$ cat src/design/psavs_pkg.sv
`timescale 1ns / 1ps

package psavs_pkg;

    // Register map and widths
    localparam int unsigned DelayWidth = 16;
    localparam int unsigned PhaseWidth = 4;
    localparam int unsigned AddrWidth  = 5;
    localparam int unsigned DataWidth  = 32;
    localparam int unsigned IdxWidth   = 3;

    localparam logic [IdxWidth-1:0] REG_RELAY_TEST = 3'd0;
    localparam logic [IdxWidth-1:0] REG_PURGE      = 3'd1;
    localparam logic [IdxWidth-1:0] REG_PRODUCTION = 3'd2;
    localparam logic [IdxWidth-1:0] REG_FLUSH      = 3'd3;
    localparam logic [IdxWidth-1:0] REG_PRECHARGE  = 3'd4;

    localparam logic [DelayWidth-1:0] RELAY_TEST_RESET = 16'd100;
    localparam logic [DelayWidth-1:0] PURGE_RESET      = 16'd1000;
    localparam logic [DelayWidth-1:0] PRODUCTION_RESET = 16'd4000;
    localparam logic [DelayWidth-1:0] FLUSH_RESET      = 16'd500;
    localparam logic [DelayWidth-1:0] PRECHARGE_RESET  = 16'd500;

    // Phase codes
    localparam logic [PhaseWidth-1:0] PH_RELAY_A    = 4'd0;
    localparam logic [PhaseWidth-1:0] PH_RELAY_B    = 4'd1;
    localparam logic [PhaseWidth-1:0] PH_RELAY_PRE  = 4'd2;
    localparam logic [PhaseWidth-1:0] PH_RELAY_HOLD = 4'd3;
    localparam logic [PhaseWidth-1:0] PH_PURGE      = 4'd4;
    localparam logic [PhaseWidth-1:0] PH_FAN_WAIT   = 4'd5;
    localparam logic [PhaseWidth-1:0] PH_A_CHARGE   = 4'd6;
    localparam logic [PhaseWidth-1:0] PH_A_FLUSH    = 4'd7;
    localparam logic [PhaseWidth-1:0] PH_AB_PRE_1   = 4'd8;
    localparam logic [PhaseWidth-1:0] PH_B_CHARGE   = 4'd9;
    localparam logic [PhaseWidth-1:0] PH_B_FLUSH    = 4'd10;
    localparam logic [PhaseWidth-1:0] PH_AB_PRE_2   = 4'd11;

    typedef struct packed {
        logic [DelayWidth-1:0] relay_test_ticks;
        logic [DelayWidth-1:0] purge_ticks;
        logic [DelayWidth-1:0] production_ticks;
        logic [DelayWidth-1:0] flush_ticks;
        logic [DelayWidth-1:0] precharge_ticks;
    } cfg_t;

    typedef struct packed {
        logic                  valve_a;
        logic                  valve_b;
        logic                  valve_precharge;
        logic                  fan_on;
        logic [PhaseWidth-1:0] phase_index;
    } result_t;

    // Valve pattern per phase: bit0 = A, bit1 = B, bit2 = precharge
    function automatic logic [2:0] valve_map(input logic [PhaseWidth-1:0] phase);
        logic [2:0] v;
        begin
            unique case (phase)
                PH_RELAY_A:  v = 3'b001;
                PH_RELAY_B:  v = 3'b011;
                PH_A_CHARGE: v = 3'b001;
                PH_A_FLUSH:  v = 3'b101;
                PH_B_CHARGE: v = 3'b010;
                PH_B_FLUSH:  v = 3'b110;
                default:     v = 3'b111;
            endcase
            return v;
        end
    endfunction

    // Delay of a phase, zero taken as one tick
    function automatic logic [DelayWidth-1:0] phase_delay(input cfg_t cfg,
                                                          input logic [PhaseWidth-1:0] phase);
        logic [DelayWidth-1:0] d;
        begin
            unique case (phase)
                PH_RELAY_A, PH_RELAY_B, PH_RELAY_PRE, PH_RELAY_HOLD, PH_FAN_WAIT:
                    d = cfg.relay_test_ticks;
                PH_PURGE:
                    d = cfg.purge_ticks;
                PH_A_CHARGE, PH_B_CHARGE:
                    d = cfg.production_ticks;
                PH_A_FLUSH, PH_B_FLUSH:
                    d = cfg.flush_ticks;
                default:
                    d = cfg.precharge_ticks;
            endcase
            return (d == '0) ? DelayWidth'(1) : d;
        end
    endfunction

endpackage

$ cat src/design/psa_valve_sequencer_unit.sv
`timescale 1ns / 1ps

// Channel  | Handshake               | Payload
// ---------+-------------------------+------------------------------------------
// in       | in_valid / in_stall     | tick
// out      | out_valid / out_stall   | valve_a, valve_b, valve_precharge,
//          |                         | fan_on, phase_index
// cfg      | APB psel/penable/pwrite | paddr, pwdata, prdata (pready tied high)
//
// One request per cycle while out_stall is low; each passes the input register, then the result register.
// The phase update is one 16-bit increment and compare in the step between them.
// Reset gives the default delays, phase 0, count 0 and fan off.
// A stall on the output holds the result register and backs up into in_stall.

module psa_valve_sequencer_unit
    import psavs_pkg::*;
(
    input  logic                  clk,
    input  logic                  rst_n,
    input  logic                  psel,
    input  logic                  penable,
    input  logic                  pwrite,
    input  logic [AddrWidth-1:0]  paddr,
    input  logic [DataWidth-1:0]  pwdata,
    output logic [DataWidth-1:0]  prdata,
    output logic                  pready,
    input  logic                  in_valid,
    output logic                  in_stall,
    input  logic                  tick,
    output logic                  out_valid,
    input  logic                  out_stall,
    output logic                  valve_a,
    output logic                  valve_b,
    output logic                  valve_precharge,
    output logic                  fan_on,
    output logic [PhaseWidth-1:0] phase_index
);

    cfg_t    cfg;
    result_t result;
    result_t res_reg;
    logic    in_valid_reg;
    logic    tick_reg;
    logic    out_valid_reg;
    logic    out_free;
    logic    step_en;
    logic    in_take;

    psavs_cfg_regs u_cfg (
        .clk     (clk),
        .rst_n   (rst_n),
        .psel    (psel),
        .penable (penable),
        .pwrite  (pwrite),
        .paddr   (paddr),
        .pwdata  (pwdata),
        .prdata  (prdata),
        .pready  (pready),
        .cfg     (cfg)
    );

    psavs_seq_core u_core (
        .clk     (clk),
        .rst_n   (rst_n),
        .step_en (step_en),
        .tick    (tick_reg),
        .cfg     (cfg),
        .result  (result)
    );

    // Move a request forward when the result register is free or draining
    assign out_free = ~out_valid_reg | ~out_stall;
    assign step_en  = in_valid_reg & out_free;
    assign in_stall = in_valid_reg & ~out_free;
    assign in_take  = in_valid & ~in_stall;

    // Input register
    always_ff @(posedge clk or negedge rst_n)
    begin
        if (!rst_n)
        begin
            in_valid_reg <= 1'b0;
        end
        else if (~in_stall)
        begin
            in_valid_reg <= in_valid;
        end
    end

    always_ff @(posedge clk)
    begin
        if (in_take)
        begin
            tick_reg <= tick;
        end
    end

    // Result register
    always_ff @(posedge clk or negedge rst_n)
    begin
        if (!rst_n)
        begin
            out_valid_reg <= 1'b0;
        end
        else if (out_free)
        begin
            out_valid_reg <= in_valid_reg;
        end
    end

    always_ff @(posedge clk)
    begin
        if (step_en)
        begin
            res_reg <= result;
        end
    end

    assign out_valid       = out_valid_reg;
    assign valve_a         = res_reg.valve_a;
    assign valve_b         = res_reg.valve_b;
    assign valve_precharge = res_reg.valve_precharge;
    assign fan_on          = res_reg.fan_on;
    assign phase_index     = res_reg.phase_index;

endmodule

$ cat src/design/psavs_cfg_regs.sv
`timescale 1ns / 1ps

module psavs_cfg_regs
    import psavs_pkg::*;
(
    input  logic                 clk,
    input  logic                 rst_n,
    input  logic                 psel,
    input  logic                 penable,
    input  logic                 pwrite,
    input  logic [AddrWidth-1:0] paddr,
    input  logic [DataWidth-1:0] pwdata,
    output logic [DataWidth-1:0] prdata,
    output logic                 pready,
    output cfg_t                 cfg
);

    cfg_t                  cfg_reg;
    logic                  wr_en;
    logic [IdxWidth-1:0]   reg_idx;
    logic [DelayWidth-1:0] wdata;
    logic [DelayWidth-1:0] rdata;

    assign pready  = 1'b1;
    assign wr_en   = psel & penable & pwrite;
    assign reg_idx = paddr[AddrWidth-1:2];
    assign wdata   = pwdata[DelayWidth-1:0];
    assign cfg     = cfg_reg;

    // Write the addressed delay register, drop writes beyond the map
    always_ff @(posedge clk or negedge rst_n)
    begin
        if (!rst_n)
        begin
            cfg_reg.relay_test_ticks <= RELAY_TEST_RESET;
            cfg_reg.purge_ticks      <= PURGE_RESET;
            cfg_reg.production_ticks <= PRODUCTION_RESET;
            cfg_reg.flush_ticks      <= FLUSH_RESET;
            cfg_reg.precharge_ticks  <= PRECHARGE_RESET;
        end
        else if (wr_en)
        begin
            unique case (reg_idx)
                REG_RELAY_TEST: cfg_reg.relay_test_ticks <= wdata;
                REG_PURGE:      cfg_reg.purge_ticks      <= wdata;
                REG_PRODUCTION: cfg_reg.production_ticks <= wdata;
                REG_FLUSH:      cfg_reg.flush_ticks      <= wdata;
                REG_PRECHARGE:  cfg_reg.precharge_ticks  <= wdata;
                default:        ;
            endcase
        end
    end

    // Read back the addressed register
    always_comb
    begin
        unique case (reg_idx)
            REG_RELAY_TEST: rdata = cfg_reg.relay_test_ticks;
            REG_PURGE:      rdata = cfg_reg.purge_ticks;
            REG_PRODUCTION: rdata = cfg_reg.production_ticks;
            REG_FLUSH:      rdata = cfg_reg.flush_ticks;
            REG_PRECHARGE:  rdata = cfg_reg.precharge_ticks;
            default:        rdata = '0;
        endcase
    end

    assign prdata = {{(DataWidth-DelayWidth){1'b0}}, rdata};

endmodule

$ cat src/design/psavs_seq_core.sv
`timescale 1ns / 1ps

module psavs_seq_core
    import psavs_pkg::*;
(
    input  logic    clk,
    input  logic    rst_n,
    input  logic    step_en,
    input  logic    tick,
    input  cfg_t    cfg,
    output result_t result
);

    logic [PhaseWidth-1:0] phase_reg;
    logic [PhaseWidth-1:0] phase_next;
    logic [DelayWidth-1:0] count_reg;
    logic [DelayWidth-1:0] count_next;
    logic                  fan_reg;
    logic                  fan_next;
    logic [DelayWidth-1:0] count_inc;
    logic                  phase_done;
    logic [2:0]            valves;

    // Count the tick and compare against the current phase delay
    assign count_inc  = count_reg + DelayWidth'(1);
    assign phase_done = (count_inc >= phase_delay(cfg, phase_reg));

    always_comb
    begin
        phase_next = phase_reg;
        count_next = count_reg;
        fan_next   = fan_reg;
        if (tick)
        begin
            count_next = count_inc;
            if (phase_done)
            begin
                count_next = '0;
                if (phase_reg == PH_FAN_WAIT)
                begin
                    fan_next = 1'b1;
                end
                if (phase_reg >= PH_AB_PRE_2)
                begin
                    phase_next = PH_A_CHARGE;
                end
                else
                begin
                    phase_next = phase_reg + PhaseWidth'(1);
                end
            end
        end
    end

    // Advance state once per request
    always_ff @(posedge clk or negedge rst_n)
    begin
        if (!rst_n)
        begin
            phase_reg <= PH_RELAY_A;
            count_reg <= '0;
            fan_reg   <= 1'b0;
        end
        else if (step_en)
        begin
            phase_reg <= phase_next;
            count_reg <= count_next;
            fan_reg   <= fan_next;
        end
    end

    // Outputs after this request is applied
    assign valves                 = valve_map(phase_next);
    assign result.valve_a         = valves[0];
    assign result.valve_b         = valves[1];
    assign result.valve_precharge = valves[2];
    assign result.fan_on          = fan_next;
    assign result.phase_index     = phase_next;

endmodule

$ cat config.mk
export PLATFORM = sky130hd
export DESIGN_NAME = psa_valve_sequencer_unit
export DESIGN_NICKNAME = d
export VERILOG_FILES = /design/src/design/psavs_pkg.sv /design/src/design/psa_valve_sequencer_unit.sv /design/src/design/psavs_cfg_regs.sv /design/src/design/psavs_seq_core.sv
export SDC_FILE = /design/constraint.sdc
export NUM_CORES = 1
export LEC_CHECK = 0
export ABC_AREA = 1
export ABC_CLOCK_PERIOD_IN_PS = 3700
export BUFFER_PORTS_ARGS = -buffer_cell sky130_fd_sc_hd__clkbuf_2
export CORE_MARGIN = 2
export CORE_UTILIZATION = 50
export CTS_BUF_LIST = sky130_fd_sc_hd__clkbuf_4
export DETAILED_ROUTE_END_ITERATION = 10
export GPL_ROUTABILITY_DRIVEN = 0
export GPL_TIMING_DRIVEN = 0
export PLACE_DENSITY = 0.74
export SYNTH_ARGS = -nofsm -noshare
export SYNTH_HDL_FRONTEND = slang
export SYNTH_SLANG_ARGS = --single-unit
$ cat constraint.sdc
create_clock -name clk -period 3.7 [get_ports clk]
set_clock_uncertainty 0.05 [all_clocks]
set_input_delay 0.37 -clock clk [delete_from_list [all_inputs] [get_ports clk]]
set_output_delay 0.37 -clock clk [all_outputs]
set_load 0.1 [all_outputs]
# After elaboration in Yosys (flattened, before gate mapping)

Cells that the tools add are included.
W data, S select, Z words.

RAM bits: 0
Bits in read-only memories: 0
Input port bits: 45
Memories: 0
Register bits after elaboration: 112
Output and inout bits: 43
Latch bits: 0

Add/subtract/negate cells: 2
Multipliers: 0
Reductions and logical operators: 14
Equality and inequality tests: 18
Div/mod/pow operators: 0
Magnitude comparators: 2
Bitwise gates (word level): 10
Shift-type cells: 0
Multiplexer cells: 11

Operators by type and width:

| kind                    | number |
|---|---|
| $pmux W16 S5            | 1 |
| $pmux W16 S4            | 1 |
| $mux W16                | 2 |
| $eq A4 B3 Y1 const B    | 6 |
| $add A16 B1 Y16 const B | 1 |
| $eq A4 B4 Y1 const B    | 4 |
| $ge A16 B16 Y1          | 1 |
| $logic_not A16 Y1       | 1 |
| $pmux W3 S5             | 1 |
| $mux W4                 | 3 |
| $reduce_and A2 Y1       | 6 |
| $eq A4 B1 Y1 const B    | 2 |
| $eq A4 B2 Y1 const B    | 2 |
| $logic_not A4 Y1        | 2 |
| $eq A3 B2 Y1 const B    | 2 |
| $reduce_or A2 Y1        | 3 |
| $and A1 B1 Y1           | 5 |
| $reduce_or A5 Y1        | 1 |
| $add A4 B1 Y4 const B   | 1 |
| $ge A4 B4 Y1 const B    | 1 |
| $not A1 Y1              | 4 |
| $eq A3 B1 Y1 const B    | 1 |
| $eq A3 B3 Y1 const B    | 1 |
| $logic_not A3 Y1        | 1 |
| other kinds (2)         | 4 |

# Depth between registers and ports, before layout

Depth in word-level cells: 11
Depth in mapped cells: 34
Gate-level depth less buffers: 33

# Cells and area by module

Synthesis repeated with hierarchy kept, for this count alone.

Cells, all modules: 930
Area, all modules: 6847.8 um2

By module, submodules not included:

| module                   | times used | area an instance (um2) | sequential area each (um2) | cells each |
|---|---|---|---|---|
| psavs_cfg_regs           | 1          | 3967.6                 | 2035.7                     | 490 |
| psavs_seq_core           | 1          | 2514.9                 | 525.5                      | 419 |
| psa_valve_sequencer_unit | 1          | 365.4                  | 320.3                      | 21 |

# Worst setup path after synthesis

No wires, ideal clock.

Kind: reg2reg
From: register u_core.phase_reg[0]
To: register res_reg, in the netlist valve_precharge (data pin)
Stages on the path, launching flop included: 32
Path slack: 0.372 ns
Arrival: 3.025 ns
Buffers on the path: 1
Library setup time: 0.253 ns
Required time: 3.397 ns
Period minus slack after synthesis: 3.328 ns
Cells stage by stage: dfrtp_1 -> inv_1 -> ha_1 -> inv_1 -> nand3_1 -> nand3_1 -> nand2_2 -> inv_1 -> buf_4 -> nand3_1 -> nand2_1 -> nor2_1 -> nand2_1 -> nor2_1 -> nand2_1 -> nand2_1 -> ha_1 -> nand4_1 -> nor2_1 -> nor2_1 -> nand2_1 -> nand2_1 -> nand2_2 -> nand2_2 -> nand2_1 -> nand2_2 -> inv_1 -> nand2_1 -> inv_1 -> nand2_1 -> nand2_1 -> nand2_1

RTL lines:

| item                   | RTL line                        | RTL |
|---|---|---|
| start, declared        | psavs_seq_core.sv:14            | `logic [PhaseWidth-1:0] phase_reg;` |
| start signal, assigned | psavs_seq_core.sv:66            | `phase_reg <= phase_next;` |
| end signal, assigned   | psa_valve_sequencer_unit.sv:115 | `res_reg <= result;` |
| end, declared          | psa_valve_sequencer_unit.sv:41  | `result_t res_reg;` |

==> metrics.md <==
| Metric | Value |
|---|---|
| Avg Inst Size Synth | 7.68 um2 |
| Synth Area in Adders | 0.0412 |
| Met1 usage | 0.366 |
| Crit-path max cell delay | 0.43 ns |
| Clk_lat worst skew | 0.54 ns |
| Global-route wire length before repair | 27.4 mm |
| VDD IR max | 359 uV |
| Max reg flops | 80 |
| Largest net degree at the start of global routing | 104 |
| Synth Flop Type | dfrtp_1 |
| Routed WL | 18.3 mm |
| Horiz. Die Dim | 117 um |
| Fin crit share | 1.01 |
| Mapped cell area | 0.00637 mm2 |
| Commonest non-fill, non-tap cell in the layout | nand2_1 |
| Setup tns final | -0.0580 ns |
| Worst-path clk slew | 0.21 ns |
| Achievable frequency | 267 MHz |
| Total CTS buffers | 9 |
| Antenna violations before repair | 0 |
| Area Growth Syn to Fin | 22.5% |
| CP Launch Type | register |
| DP HPWL | 11.5 mm |
| Worst hold slack | 0.0309 ns |
| FF/Latch Area | 0.00288 mm2 |
| First-pass detailed-route iteration total | 5 |
| Die height | 117 um |
| Die footprint | 0.0137 mm2 |
| Vias in the first global route | 5384 |
| Clk sinks | 112 |
| Ports | 88 |
| Initial Util | 0.509 |
| M2 GR Usage | 0.422 |
| Placeable Area | 0.0125 mm2 |
| GRT Total Usage | 0.266 |
| Area of the multi-input gates | 0.00325 mm2 |
| Core Rows | 41 |
| Drt initial violations | 624 |
| DR DRC count | 0 |
| FILL cells | 1104 |
| I/O Buffers | 51 |
| Ant diodes | 0 |
| Number of setup violations in the final report | 2 |
| Final Hold Fails | 0 |
| Final WS setup | -0.0399 ns |
| Status | finished with violations |
| Xor-xnor portion of the synthesized cell area | 0.0165 |
| Slew Limit Fails | 0 |
| Via Count | 6030 |
| Worst Path Arrival | 3.99 ns |
| WS Path Type | reg -> reg |
| CTS root buf | clkbuf_4 |
| Largest fanout on the critical path | 8 |
| Post-Synth Simple-Gate Area | 0.264 |
| Main combinational cell family by area after synthesis | simple AND/OR/NAND/NOR gates |
| Most frequent cells in the layout | 271 x nand2_1, 95 x o21ai_0, 76 x inv_1, 74 x dfrtp_1, 51 x clkbuf_2 |
| Post-synthesis sequential area ratio | 0.452 |
| Vias per Instance | 5.36 |
| Post-synth EDFFs | 9 |
| Remaining Overflow, GRT | 0 |
| CP endpoint kind | register |
| Multiplexer share of the synthesized area | 0 |
| Fin crit period | 3.74 ns |
| Htree depth | 3 |
| Unrepaired setup endpoints after global routing | yes |
| Longest Clk Path Bufs | 2 |
| GR peak layer | met2 |
| Synth Area in Compound Gates | 0.132 |
| Critical Path Most Common Cell | nand2_1 |
| Asr flop ratio synth | 0.920 |
| Avg WL per Cell | 16.3 um |
| Synth Register Bits | 112 |
| Layout cells sized above 1 | 0.249 |
| Worst rel slew slack | 0.373 |
| Worst endpoint required time | 3.95 ns |
| Pwr dens | 809 mW/mm2 |
| Yosys cell types | 40 |
| Post-route antenna net violation count | 0 |
| Crit path max-delay cell type | dfrtp_1 |
| Final Util | 0.624 |
| Worst-Margin Slew | 0.937 ns |
| Pre-CTS setup slack | -0.403 ns |
| Type of the worst min-delay path | in -> reg |
| Syn Inst Count | 830 |
| LEAKAGE | 3.93 nW |
| Yosys warns | 0 |
| Failing checks | negative setup slack |
| Max Cap Viol | 0 |
| GR met3 Demand/Resource | 0.0448 |
| Nets@finish | 1013 |
| CTS tree | built |
[Yosys cell counts, types with 3 or more instances]
| cell type | number | area, um2 |
|---|---|---|
| nand2_1 | 297 | 1110 |
| o21ai_0 | 96 | 480 |
| inv_1 | 83 | 312 |
| dfrtp_1 | 76 | 1900 |
| nand3_1 | 46 | 230 |
| nor2_1 | 30 | 113 |
| dfstp_2 | 27 | 709 |
| clkbuf_1 | 24 | 90.1 |
| a21oi_1 | 23 | 115 |
| ha_1 | 21 | 263 |
| buf_4 | 18 | 135 |
| xor2_1 | 12 | 105 |
| a221oi_1 | 11 | 96.3 |
| edfxtp_1 | 9 | 270 |
| nand4_1 | 8 | 50.1 |
| o22ai_1 | 8 | 50.1 |
| nand2_2 | 4 | 25.0 |
| nor3_2 | 4 | 40.0 |
| a22oi_1 | 3 | 22.5 |
| buf_6 | 3 | 33.8 |
| nand3_2 | 3 | 30.0 |
[where the power goes]
part	internal, mW	switching, mW
Combinational	1.41	2.41
Sequential	1.58	0.214
Clock	0.229	0.472
Total	3.22	3.10
[metal layers]
layer,part of all wire,vias up
li1,-,2907
met1,0.41,2781
met2,0.47,282
met3,0.083,60
met4,0.042,0
met5,0,-
[layout make-up]
| type | instances | area share |
|---|---|---|
| inverter | 86 | 0.0429 |
| sequential | 112 | 0.369 |
| buffer | 48 | 0.0410 |
| clock inverter | 7 | 0.0131 |
| multi-input combinational | 600 | 0.416 |
| timing repair buffer | 90 | 0.0816 |
| tap | 172 | 0.0276 |
| clock buffer | 9 | 0.00865 |
[timing repair]
action                     4_1_cts  5_1_grt
setup buffers                    9       23
hold buffers                     3        0
pin swaps                        4       29
hold endpoints to repair        78        0
gates resized for setup         17       91
cloned                           2        3
setup endpoints to repair       21       19
[metrics by stage]
stage / instances / area (um2) / power (mW)
final: 1124 / 7810 / 6.32
after global placement: 1068 / 6900 / 4.48
after detailed placement: 1068 / 6910 / 4.53
after CTS: 1098 / 7250 / 5.45
after floorplan: 845 / 6430 / 3.92
after global routing: 1124 / 7810 / 6.75
[critical path, delay by kind of cell, from the launching register on]
kind | cells | cell delay, ns
simple gates | 24 | 2.10
flops | 1 | 0.43
buf+inv | 3 | 0.43
fa+ha+maj | 2 | 0.37
compound gates | 1 | 0.14
[worst paths after layout]
| check | slack, ns | endpoint | depth (start not counted) | from |
|---|---|---|---|---|
| max | -0.04 | valve_precharge | 30 | u_core.phase_reg[0] |
| min | 0.03 | u_cfg.cfg[23] | 3 | pwdata[7] |
| max reg2reg | -0.04 | valve_precharge | 30 | u_core.phase_reg[0] |
| min reg2reg | 0.43 | u_core.fan_reg | 2 | u_core.fan_reg |
| max in group asynchronous | 2.58 | u_core.count_reg[8] | 2 | rst_n |
| min in group asynchronous | 0.41 | u_core.phase_reg[2] | 2 | rst_n |
[logic make-up after synthesis]
family          Yosys count
compound gates          148
xor+xnor                 12
fa+ha+maj                21
buf+inv                 134
flops                   112
other cells               2
simple gates            401
Power figures use the tool's default switching activity.
